$ cat src/rtl/core/adc_register_access_framer_crc8_defines.svh
// ----------------------------------------------------------------------------
// adc register access framer assertion macros
// shared property forms for the framer's checks
// ----------------------------------------------------------------------------
`ifndef ADC_REGISTER_ACCESS_FRAMER_CRC8_DEFINES_SVH
`define ADC_REGISTER_ACCESS_FRAMER_CRC8_DEFINES_SVH

// same-cycle implication
`define ARFC_ASSERT_NOW(label, clk, rst, lhs, rhs, msg) \
   label: assert property (@(posedge clk) disable iff (rst) (lhs) |-> (rhs)) else $error(msg);

// next-cycle implication
`define ARFC_ASSERT_NEXT(label, clk, rst, lhs, rhs, msg) \
   label: assert property (@(posedge clk) disable iff (rst) (lhs) |=> (rhs)) else $error(msg);

`endif

$ cat src/rtl/core/arfc_pkg.sv
// ----------------------------------------------------------------------------
// arfc_pkg
// types, constants and crc helpers for the register access framer
// ----------------------------------------------------------------------------
`default_nettype none

package arfc_pkg;

   localparam int MAX_REG_BYTES = 4;
   // frame byte index covers command, data bytes and crc byte
   localparam int IDX_W = $clog2(MAX_REG_BYTES + 2);
   localparam int LEN_W = 3;

   localparam logic [7:0] CRC_SEED = 8'hFF;
   localparam logic [7:0] CRC_MSB  = 8'h80;

   localparam logic KIND_TRANSMIT  = 1'b0;
   localparam logic KIND_READ_DONE = 1'b1;

   typedef enum logic [1:0] {
      OP_WRITE   = 2'd0,
      OP_READ    = 2'd1,
      OP_RX_BYTE = 2'd2
   } opcode_type;

   typedef enum logic [2:0] {
      CSR_CRC_ENABLE    = 3'd0,
      CSR_CRC_POLY      = 3'd1,
      CSR_CRC_CHECK     = 3'd2,
      CSR_READ_CMD_BITS = 3'd3,
      CSR_WRITE_CMD_BITS = 3'd4
   } csr_index_type;

   // one byte through the crc-8 shift register, msb first
   function automatic logic [7:0] crc_fold(input logic [7:0] crc,
                                           input logic [7:0] data,
                                           input logic [7:0] poly);
      logic [7:0] c;
      c = crc ^ data;
      for (int k = 0; k < 8; k++) begin
         if ((c & CRC_MSB) != 8'h00) begin
            c = {c[6:0], 1'b0} ^ poly;
         end else begin
            c = {c[6:0], 1'b0};
         end
      end
      return c;
   endfunction

   // byte k of the write value, zero above bit 31
   function automatic logic [7:0] value_byte(input logic [31:0] value,
                                             input logic [LEN_W-1:0] k);
      logic [7:0] b;
      b = 8'h00;
      for (int j = 0; j < 4; j++) begin
         if (k == LEN_W'(j)) begin
            b = value[8*j +: 8];
         end
      end
      return b;
   endfunction

endpackage

`default_nettype wire

$ cat src/rtl/core/adc_register_access_framer_crc8.sv
// order: a taken request word is held in the work register, each result word in the
//   response register; throughput: a write sends 2 to 6 frame bytes (command,
//   data bytes, optional crc byte), one per cycle when the output register is free;
//   a read or received byte is a single step; sequencer and output register set the rate
// reset: synchronous active high; clears config to defaults, read state, crc seed
// ----------------------------------------------------------------------------
// adc_register_access_framer_crc8
// frames register reads and writes for a serial converter link with crc-8,
// collects read data bytes and reports the value and a crc error flag
// ----------------------------------------------------------------------------
`default_nettype none

module adc_register_access_framer_crc8 (
   input  wire logic        clock,
   input  wire logic        reset,
   // request channel
   input  wire logic        req_valid,
   output logic             req_ready,
   input  wire logic [1:0]  req_opcode,
   input  wire logic [5:0]  req_reg_address,
   input  wire logic [2:0]  req_reg_bytes,
   input  wire logic [31:0] req_write_value,
   input  wire logic [7:0]  req_received_byte,
   // response channel
   output logic             rsp_valid,
   input  wire logic        rsp_ready,
   output logic             rsp_kind,
   output logic [7:0]       rsp_transmit_byte,
   output logic             rsp_frame_last,
   output logic [31:0]      rsp_read_value,
   output logic             rsp_crc_error,
   // configuration port
   input  wire logic        psel,
   input  wire logic        penable,
   input  wire logic        pwrite,
   input  wire logic [4:0]  paddr,
   input  wire logic [31:0] pwdata,
   output logic [31:0]      prdata,
   output logic             pready
);

   localparam int IDX_W = arfc_pkg::IDX_W;
   localparam int LEN_W = arfc_pkg::LEN_W;

   // ---------------------------------------------------------------------
   // configuration registers
   // ---------------------------------------------------------------------
   logic       crc_enable_ff;
   logic [7:0] crc_poly_ff;
   logic [7:0] crc_check_ff;
   logic [7:0] read_cmd_bits_ff;
   logic [7:0] write_cmd_bits_ff;
   logic       csr_write;
   arfc_pkg::csr_index_type csr_index;

   assign pready    = 1'b1;
   assign csr_write = psel && penable && pwrite && pready;
   assign csr_index = arfc_pkg::csr_index_type'(paddr[4:2]);

   always_ff @(posedge clock) begin
      if (reset) begin
         crc_enable_ff     <= 1'b0;
         crc_poly_ff       <= 8'h07;
         crc_check_ff      <= 8'h00;
         read_cmd_bits_ff  <= 8'h40;
         write_cmd_bits_ff <= 8'h00;
      end else if (csr_write) begin
         unique case (csr_index)
            arfc_pkg::CSR_CRC_ENABLE:     crc_enable_ff     <= pwdata[0];
            arfc_pkg::CSR_CRC_POLY:       crc_poly_ff       <= pwdata[7:0];
            arfc_pkg::CSR_CRC_CHECK:      crc_check_ff      <= pwdata[7:0];
            arfc_pkg::CSR_READ_CMD_BITS:  read_cmd_bits_ff  <= pwdata[7:0];
            arfc_pkg::CSR_WRITE_CMD_BITS: write_cmd_bits_ff <= pwdata[7:0];
            default: ;
         endcase
      end
   end

   // register readback, addresses past the list read as zero
   always_comb begin
      unique case (csr_index)
         arfc_pkg::CSR_CRC_ENABLE:     prdata = {31'd0, crc_enable_ff};
         arfc_pkg::CSR_CRC_POLY:       prdata = {24'd0, crc_poly_ff};
         arfc_pkg::CSR_CRC_CHECK:      prdata = {24'd0, crc_check_ff};
         arfc_pkg::CSR_READ_CMD_BITS:  prdata = {24'd0, read_cmd_bits_ff};
         arfc_pkg::CSR_WRITE_CMD_BITS: prdata = {24'd0, write_cmd_bits_ff};
         default:                      prdata = 32'd0;
      endcase
   end

   // ---------------------------------------------------------------------
   // work register: holds the request word being framed
   // ---------------------------------------------------------------------
   logic             busy_ff, busy_in;
   logic [1:0]       op_ff;
   logic [5:0]       addr_ff;
   logic [LEN_W-1:0] len_ff;
   logic [31:0]      wval_ff;
   logic [7:0]       rx_ff;
   logic [IDX_W-1:0] idx_ff, idx_in;
   logic [7:0]       wcrc_ff, wcrc_in;
   logic [LEN_W-1:0] len_clamped;

   // read reception state
   logic             read_pending_ff, read_pending_in;
   logic [LEN_W-1:0] bytes_expected_ff, bytes_expected_in;
   logic [LEN_W-1:0] bytes_received_ff, bytes_received_in;
   logic [31:0]      value_acc_ff, value_acc_in;
   logic [7:0]       crc_acc_ff, crc_acc_in;

   // response register
   logic             rsp_valid_ff, rsp_valid_in;
   logic             rsp_kind_ff;
   logic [7:0]       rsp_tx_ff;
   logic             rsp_last_ff;
   logic [31:0]      rsp_value_ff;
   logic             rsp_err_ff;

   // step outputs
   logic             out_free;
   logic             step_fire;
   logic             step_done;
   logic             step_emit;
   logic             step_kind;
   logic [7:0]       step_tx;
   logic             step_last;
   logic [31:0]      step_value;
   logic             step_err;
   logic             req_take;

   // frame bookkeeping for a write
   logic [IDX_W-1:0] last_idx;
   logic [IDX_W-1:0] len_idx;
   logic [7:0]       write_cmd;
   logic [7:0]       read_cmd;
   logic [7:0]       wr_byte;
   logic [7:0]       rx_crc;

   // reg_bytes of zero is one byte, above the maximum is the maximum
   always_comb begin
      if (req_reg_bytes == '0) begin
         len_clamped = LEN_W'(1);
      end else if (req_reg_bytes > LEN_W'(arfc_pkg::MAX_REG_BYTES)) begin
         len_clamped = LEN_W'(arfc_pkg::MAX_REG_BYTES);
      end else begin
         len_clamped = req_reg_bytes;
      end
   end

   // a step runs whenever a word is held and the response register can take a word
   assign out_free  = !rsp_valid_ff || rsp_ready;
   assign step_fire = busy_ff && out_free;
   // next request word can enter as the current one finishes
   assign req_ready = !busy_ff || (step_fire && step_done);
   assign req_take  = req_valid && req_ready;

   assign len_idx   = IDX_W'(len_ff);
   assign last_idx  = len_idx + IDX_W'(crc_enable_ff);
   assign write_cmd = write_cmd_bits_ff | {2'b00, addr_ff};
   assign read_cmd  = read_cmd_bits_ff | {2'b00, addr_ff};
   assign rx_crc    = arfc_pkg::crc_fold(crc_acc_ff, rx_ff, crc_poly_ff);

   // data bytes go out most significant first
   always_comb begin
      if (idx_ff == '0) begin
         wr_byte = write_cmd;
      end else if (idx_ff <= len_idx) begin
         wr_byte = arfc_pkg::value_byte(wval_ff, len_ff - LEN_W'(idx_ff));
      end else begin
         wr_byte = ~wcrc_ff;
      end
   end

   // one step of the framer
   always_comb begin
      step_done         = 1'b1;
      step_emit         = 1'b0;
      step_kind         = arfc_pkg::KIND_TRANSMIT;
      step_tx           = 8'h00;
      step_last         = 1'b0;
      step_value        = 32'd0;
      step_err          = 1'b0;
      wcrc_in           = wcrc_ff;
      read_pending_in   = read_pending_ff;
      bytes_expected_in = bytes_expected_ff;
      bytes_received_in = bytes_received_ff;
      value_acc_in      = value_acc_ff;
      crc_acc_in        = crc_acc_ff;
      case (arfc_pkg::opcode_type'(op_ff))
         arfc_pkg::OP_WRITE: begin
            step_emit = 1'b1;
            step_tx   = wr_byte;
            step_last = (idx_ff == last_idx);
            step_done = step_last;
            // command byte folds into the seed, data bytes into the running crc
            if (idx_ff == '0) begin
               wcrc_in = arfc_pkg::crc_fold(arfc_pkg::CRC_SEED, write_cmd, crc_poly_ff);
            end else begin
               wcrc_in = arfc_pkg::crc_fold(wcrc_ff, wr_byte, crc_poly_ff);
            end
         end
         arfc_pkg::OP_READ: begin
            step_emit         = 1'b1;
            step_tx           = read_cmd;
            step_last         = 1'b1;
            read_pending_in   = 1'b1;
            bytes_expected_in = len_ff;
            bytes_received_in = '0;
            value_acc_in      = 32'd0;
            crc_acc_in        = arfc_pkg::crc_fold(arfc_pkg::CRC_SEED, read_cmd, crc_poly_ff);
         end
         arfc_pkg::OP_RX_BYTE: begin
            // a byte with no read pending is dropped
            if (read_pending_ff) begin
               crc_acc_in = rx_crc;
               if (bytes_received_ff < bytes_expected_ff) begin
                  value_acc_in      = {value_acc_ff[23:0], rx_ff};
                  bytes_received_in = bytes_received_ff + LEN_W'(1);
                  step_emit         = (bytes_received_in == bytes_expected_ff)
                                      && !crc_enable_ff;
               end else begin
                  // byte past the data is the crc byte
                  step_emit = 1'b1;
               end
               if (step_emit) begin
                  read_pending_in = 1'b0;
               end
               step_kind  = arfc_pkg::KIND_READ_DONE;
               step_value = value_acc_in;
               step_err   = crc_enable_ff && (rx_crc != crc_check_ff);
            end
         end
         default: ;  // unused opcode, no word out
      endcase
   end

   assign busy_in = req_take ? 1'b1 : (step_fire && step_done) ? 1'b0 : busy_ff;
   assign idx_in  = req_take ? '0 : step_fire ? idx_ff + IDX_W'(1) : idx_ff;

   always_ff @(posedge clock) begin
      if (reset) begin
         busy_ff <= 1'b0;
      end else begin
         busy_ff <= busy_in;
      end
      idx_ff <= idx_in;
      if (req_take) begin
         op_ff   <= req_opcode;
         addr_ff <= req_reg_address;
         len_ff  <= len_clamped;
         wval_ff <= req_write_value;
         rx_ff   <= req_received_byte;
      end
      if (step_fire) begin
         wcrc_ff <= wcrc_in;
      end
   end

   // read reception state
   always_ff @(posedge clock) begin
      if (reset) begin
         read_pending_ff   <= 1'b0;
         bytes_expected_ff <= '0;
         bytes_received_ff <= '0;
         value_acc_ff      <= 32'd0;
         crc_acc_ff        <= arfc_pkg::CRC_SEED;
      end else if (step_fire) begin
         read_pending_ff   <= read_pending_in;
         bytes_expected_ff <= bytes_expected_in;
         bytes_received_ff <= bytes_received_in;
         value_acc_ff      <= value_acc_in;
         crc_acc_ff        <= crc_acc_in;
      end
   end

   // ---------------------------------------------------------------------
   // response register
   // ---------------------------------------------------------------------
   assign rsp_valid_in = (step_fire && step_emit) ? 1'b1 : (rsp_ready ? 1'b0 : rsp_valid_ff);

   always_ff @(posedge clock) begin
      if (reset) begin
         rsp_valid_ff <= 1'b0;
      end else begin
         rsp_valid_ff <= rsp_valid_in;
      end
      if (step_fire && step_emit) begin
         rsp_kind_ff  <= step_kind;
         rsp_tx_ff    <= step_tx;
         rsp_last_ff  <= step_last;
         rsp_value_ff <= step_value;
         rsp_err_ff   <= step_err;
      end
   end

   assign rsp_valid         = rsp_valid_ff;
   assign rsp_kind          = rsp_kind_ff;
   assign rsp_transmit_byte = rsp_tx_ff;
   assign rsp_frame_last    = rsp_last_ff;
   assign rsp_read_value    = rsp_value_ff;
   assign rsp_crc_error     = rsp_err_ff;

   // ---------------------------------------------------------------------
   // checks
   // ---------------------------------------------------------------------
`include "adc_register_access_framer_crc8_defines.svh"

   `ARFC_ASSERT_NOW(a_hold_mid_frame, clock, reset, busy_ff && !(step_fire && step_done), !req_ready, "request taken while a frame is still being sent")
   `ARFC_ASSERT_NEXT(a_take_loads_work, clock, reset, req_valid && req_ready, busy_ff, "taken request word not held for framing")
   `ARFC_ASSERT_NOW(a_rx_count_bound, clock, reset, read_pending_ff, bytes_received_ff <= bytes_expected_ff, "more data bytes received than expected")
   `ARFC_ASSERT_NEXT(a_done_clears_read, clock, reset, step_fire && step_emit && (step_kind == arfc_pkg::KIND_READ_DONE), !read_pending_ff, "read still pending after completion")
   `ARFC_ASSERT_NOW(a_write_idx_bound, clock, reset, busy_ff && (op_ff == arfc_pkg::OP_WRITE), idx_ff <= last_idx, "write frame index past the last byte")

endmodule

`default_nettype wire

$ cat config.mk
export PLATFORM = sky130hd
export DESIGN_NAME = adc_register_access_framer_crc8
export DESIGN_NICKNAME = d
export VERILOG_FILES = /design/src/rtl/core/arfc_pkg.sv /design/src/rtl/core/adc_register_access_framer_crc8.sv
export VERILOG_INCLUDE_DIRS = /design/src /design/src/rtl/core
export SDC_FILE = /design/constraint.sdc
export NUM_CORES = 1
export LEC_CHECK = 0
export ABC_CLOCK_PERIOD_IN_PS = 6600
export BUFFER_PORTS_ARGS = -buffer_cell sky130_fd_sc_hd__buf_2
export CELL_PAD_IN_SITES_DETAIL_PLACEMENT = 0
export CELL_PAD_IN_SITES_GLOBAL_PLACEMENT = 1
export CORE_MARGIN = 8
export CORE_UTILIZATION = 46
export CTS_BUF_LIST = sky130_fd_sc_hd__clkbuf_8
export CTS_CLUSTER_SIZE = 20
export DETAILED_ROUTE_END_ITERATION = 10
export PLACE_DENSITY_LB_ADDON = 0.2
export SKIP_CTS_REPAIR_TIMING = 1
export SLEW_MARGIN = 5
export SYNTH_ARGS = -nofsm -noshare
export SYNTH_HDL_FRONTEND = slang
export SYNTH_SLANG_ARGS = --single-unit
$ cat constraint.sdc
create_clock -name clock -period 6.6 [get_ports clock]
set_input_delay 0.66 -clock clock [delete_from_list [all_inputs] [get_ports clock]]
set_output_delay 0.66 -clock clock [all_outputs]
set_load 0.005 [all_outputs]
==> results.md <==
* Die Width at 184.4 um
* Worst hold path class: input pin to flop
* Launch point of the worst reg-to-reg path: len_ff[0]
* CTS Sinks at ~190
* Yosys reg bits at between 150 and 200
* Largest stage delay on the critical path at ~0.92 ns
* Final min period at approximately 6.0 ns
* Outcome: completed
* Slew Viols, Final at 0
* Routed len/inst at approximately 19 um
* CTS tree: done
* Filler cells at roughly 2,700
* CP max FO at 15
* Peak supply drop at 153.8 uV
* Max_cap viols at 0
* Mapped Cells at between 1,500 and 2,000
* # DRC at 0
* Worst Path Required at 6.88 ns
* YS warnings at 0
* # nets final at 1,692
* Core Util, Final at 51.57%
* Worst Tran Pin Value at ~1.2 ns
* Final setup violation count at 0
* Fin crit share at slightly above 90%
* Unrepaired setup endpoints after global routing: no
* Hold Path Stages at 1
* Final Wtd Congestion at roughly 0.86
* Largest net degree at the start of global routing at 72
* Drt via density at roughly 5.6
* Starting density of the core at 46.84%
* Sequential share of the synthesized area at between 30 and 40%
* CP top delay family: simple AND/OR/NAND/NOR gates
* Clock Latency Late Sink at around 0.46 ns
* Post-synth ARST share at 0%
* Synth-to-Final Area Change at 10.09%
* Syn Area/Cell at about 8.6 um2
* Global-route wire length before repair at roughly 59,000 um
* Max-slew headroom at approximately a fifth
* Fmax at ~170 MHz
* Pre-CTS WS at about 0.7 ns
* Initial antenna violation count at 2
* CTS H-tree lvls at 4
* Worst setup margin at ~0.57 ns
* Worst path cell trace: inv_1, ha_1, fa_1, nor3_1, o41ai_2, or2_0, nor4_1, nor3_2, xnor3_2, nand2_4, xor2_4, xnor3_1, and3_4, nor2_1, xnor2_1, a21oi_1, o31ai_1
* Share of cells above drive strength 1 at between 10% and 20%
* Fin area at around 14,000 um2
* CTS Buf Count at 17
* Worst Hold End: op_ff[0]
* Hold WS at 0.3612 ns
* Total leakage power at between 5 and 6 nW
* CP arrival at between 6 and 7 ns
* Top FF cell, synth: edfxtp_1
* DR iter-0 viols at between 800 and 900
* Number of library cell types mapped by synthesis at 90
* Core ar. at 27,860 um2
* DIE HEIGHT at between 150 and 200 um
* Setup_tns at 0 ns
* DP Area at 13,910 um2
* Port bufs at roughly 120
* HPWL Detailed at 26,760 um
* Critical path buffer and inverter count at 1
* Most common cell after layout, fill and taps aside: nand2_1
* Reg2Reg Setup Slack at around 0.57 ns
* Number of synthesized flops with an enable pin at slightly above 100
* Antenna Nets Post-Route at 0
* Vias in the first global route at roughly 10,000
* CTS root buffer: clkbuf_8
* Crit path kind: flop to flop
* Critical Path Start: len_ff[0]
* Mapped cell area at between 10,000 and 15,000 um2
* Worst hold path startpoint: req_opcode[0]
* Post-layout power at 3.024 mW
* Pre-Repair DR Iteration Count at 6
* Via count at 11,030
* Worst Skew at about 0.031 ns
* Ports at roughly 170
* GRT Overall Usage at between 20% and 30%
* Clock slew seen by the registers of the worst setup and hold paths at approximately 0.12 ns
* Fin. Hold Viols at 0
* CP endpoint kind: flop
* Total gr overflow at 0
* # placed instances at 1,938
* Most frequent cells in the layout: nand2_1, xnor2_1, nor2_1, buf_2, edfxtp_1
* Worst R2R Path Depth at 17
* Final WL at approximately 38,000 um
* CP max-delay cell: xnor2_1
* Die area at around 34,000 um2
* Clock buffer depth at 2
* Pwr/cell area at between 200 and 250 nW/um2
* Std-Cell Rows at 61
* Reg-to-Reg End: wcrc_ff[4]
* Critical path launch point type: flop
* Layout Cells excl Fill at 1,971
-- routing by layer --
metal	wire length [um]	GRT usage, %	vias up
li1	-	-	5355
met1	17820	31.88	5235
met2	16810	33.74	385
met3	2187	2.560	48
met4	904	6.518	2
met5	13	0	-
-- state kept, by name, summed over array words and instances, names as in the netlist, 6 cells and up --
register           cells
wcrc_ff                8
crc_acc_ff             8
wval_ff               32
addr_ff                6
crc_check_ff           8
value_acc_ff          32
write_cmd_bits_ff      8
rx_ff                  8
crc_poly_ff            8
rsp_transmit_byte      8
rsp_read_value        32
read_cmd_bits_ff       8
-- worst max path at each step --
stage,to,cells past startpoint
6_report,wcrc_ff[4],17
5_1_grt,wcrc_ff[4],17
4_1_cts,wcrc_ff[4],17
3_5_place_dp,wcrc_ff[4],17
3_3_place_gp,wcrc_ff[4],17
2_1_floorplan,wcrc_ff[7],21
-- synthesized netlist by cell type, types with 16 or more instances --
| master | number | area (um2) |
|---|---|---|
| a21oi_1 | 71 | 355.3 |
| a22oi_1 | 43 | 322.8 |
| buf_4 | 26 | 195.2 |
| clkbuf_1 | 87 | 326.6 |
| dfxtp_1 | 85 | 1702 |
| edfxtp_1 | 102 | 3063 |
| ha_1 | 17 | 212.7 |
| inv_1 | 26 | 97.59 |
| mux2i_1 | 48 | 480.5 |
| nand2_1 | 290 | 1089 |
| nand3_1 | 29 | 145.1 |
| nor2_1 | 144 | 540.5 |
| nor3_1 | 18 | 90.09 |
| o211ai_1 | 16 | 120.1 |
| o21ai_0 | 62 | 310.3 |
| xnor2_1 | 156 | 1366 |
| xor2_1 | 44 | 385.4 |
-- power by group --
group,switching [mW],internal [mW]
Sequential,0.0228,1.27
Combinational,0.508,0.380
Clock,0.508,0.335
-- cells by family (layout without fill, tap and decap cells) --
group | count (synthesis) | count (layout) | share of synthesized area (%)
compound gates | 292 | 292 | 15.40
xor+xnor | 218 | 218 | 16.36
fa+ha+maj | 18 | 18 | 1.783
buf+inv | 156 | 215 | 5.331
flops | 187 | 187 | 36.51
mux | 61 | 61 | 5.321
other cells | 2 | 26 | 0.05755
simple gates | 576 | 576 | 19.24
-- cell type report --
type / count / area [um2] / share of cell area (%)
clock buffer: 17 / 234.0 / 1.629
sequential: 187 / 4766 / 33.17
inverter: 28 / 105.1 / 0.7316
clock inverter: 15 / 216.5 / 1.507
tap: 378 / 473.0 / 3.292
timing repair buffer: 155 / 860.8 / 5.992
multi-input combinational: 1190 / 7709 / 53.66
antenna: 1 / 2.502 / 0.01742
Note: power is estimated with default switching activity, not from simulation.
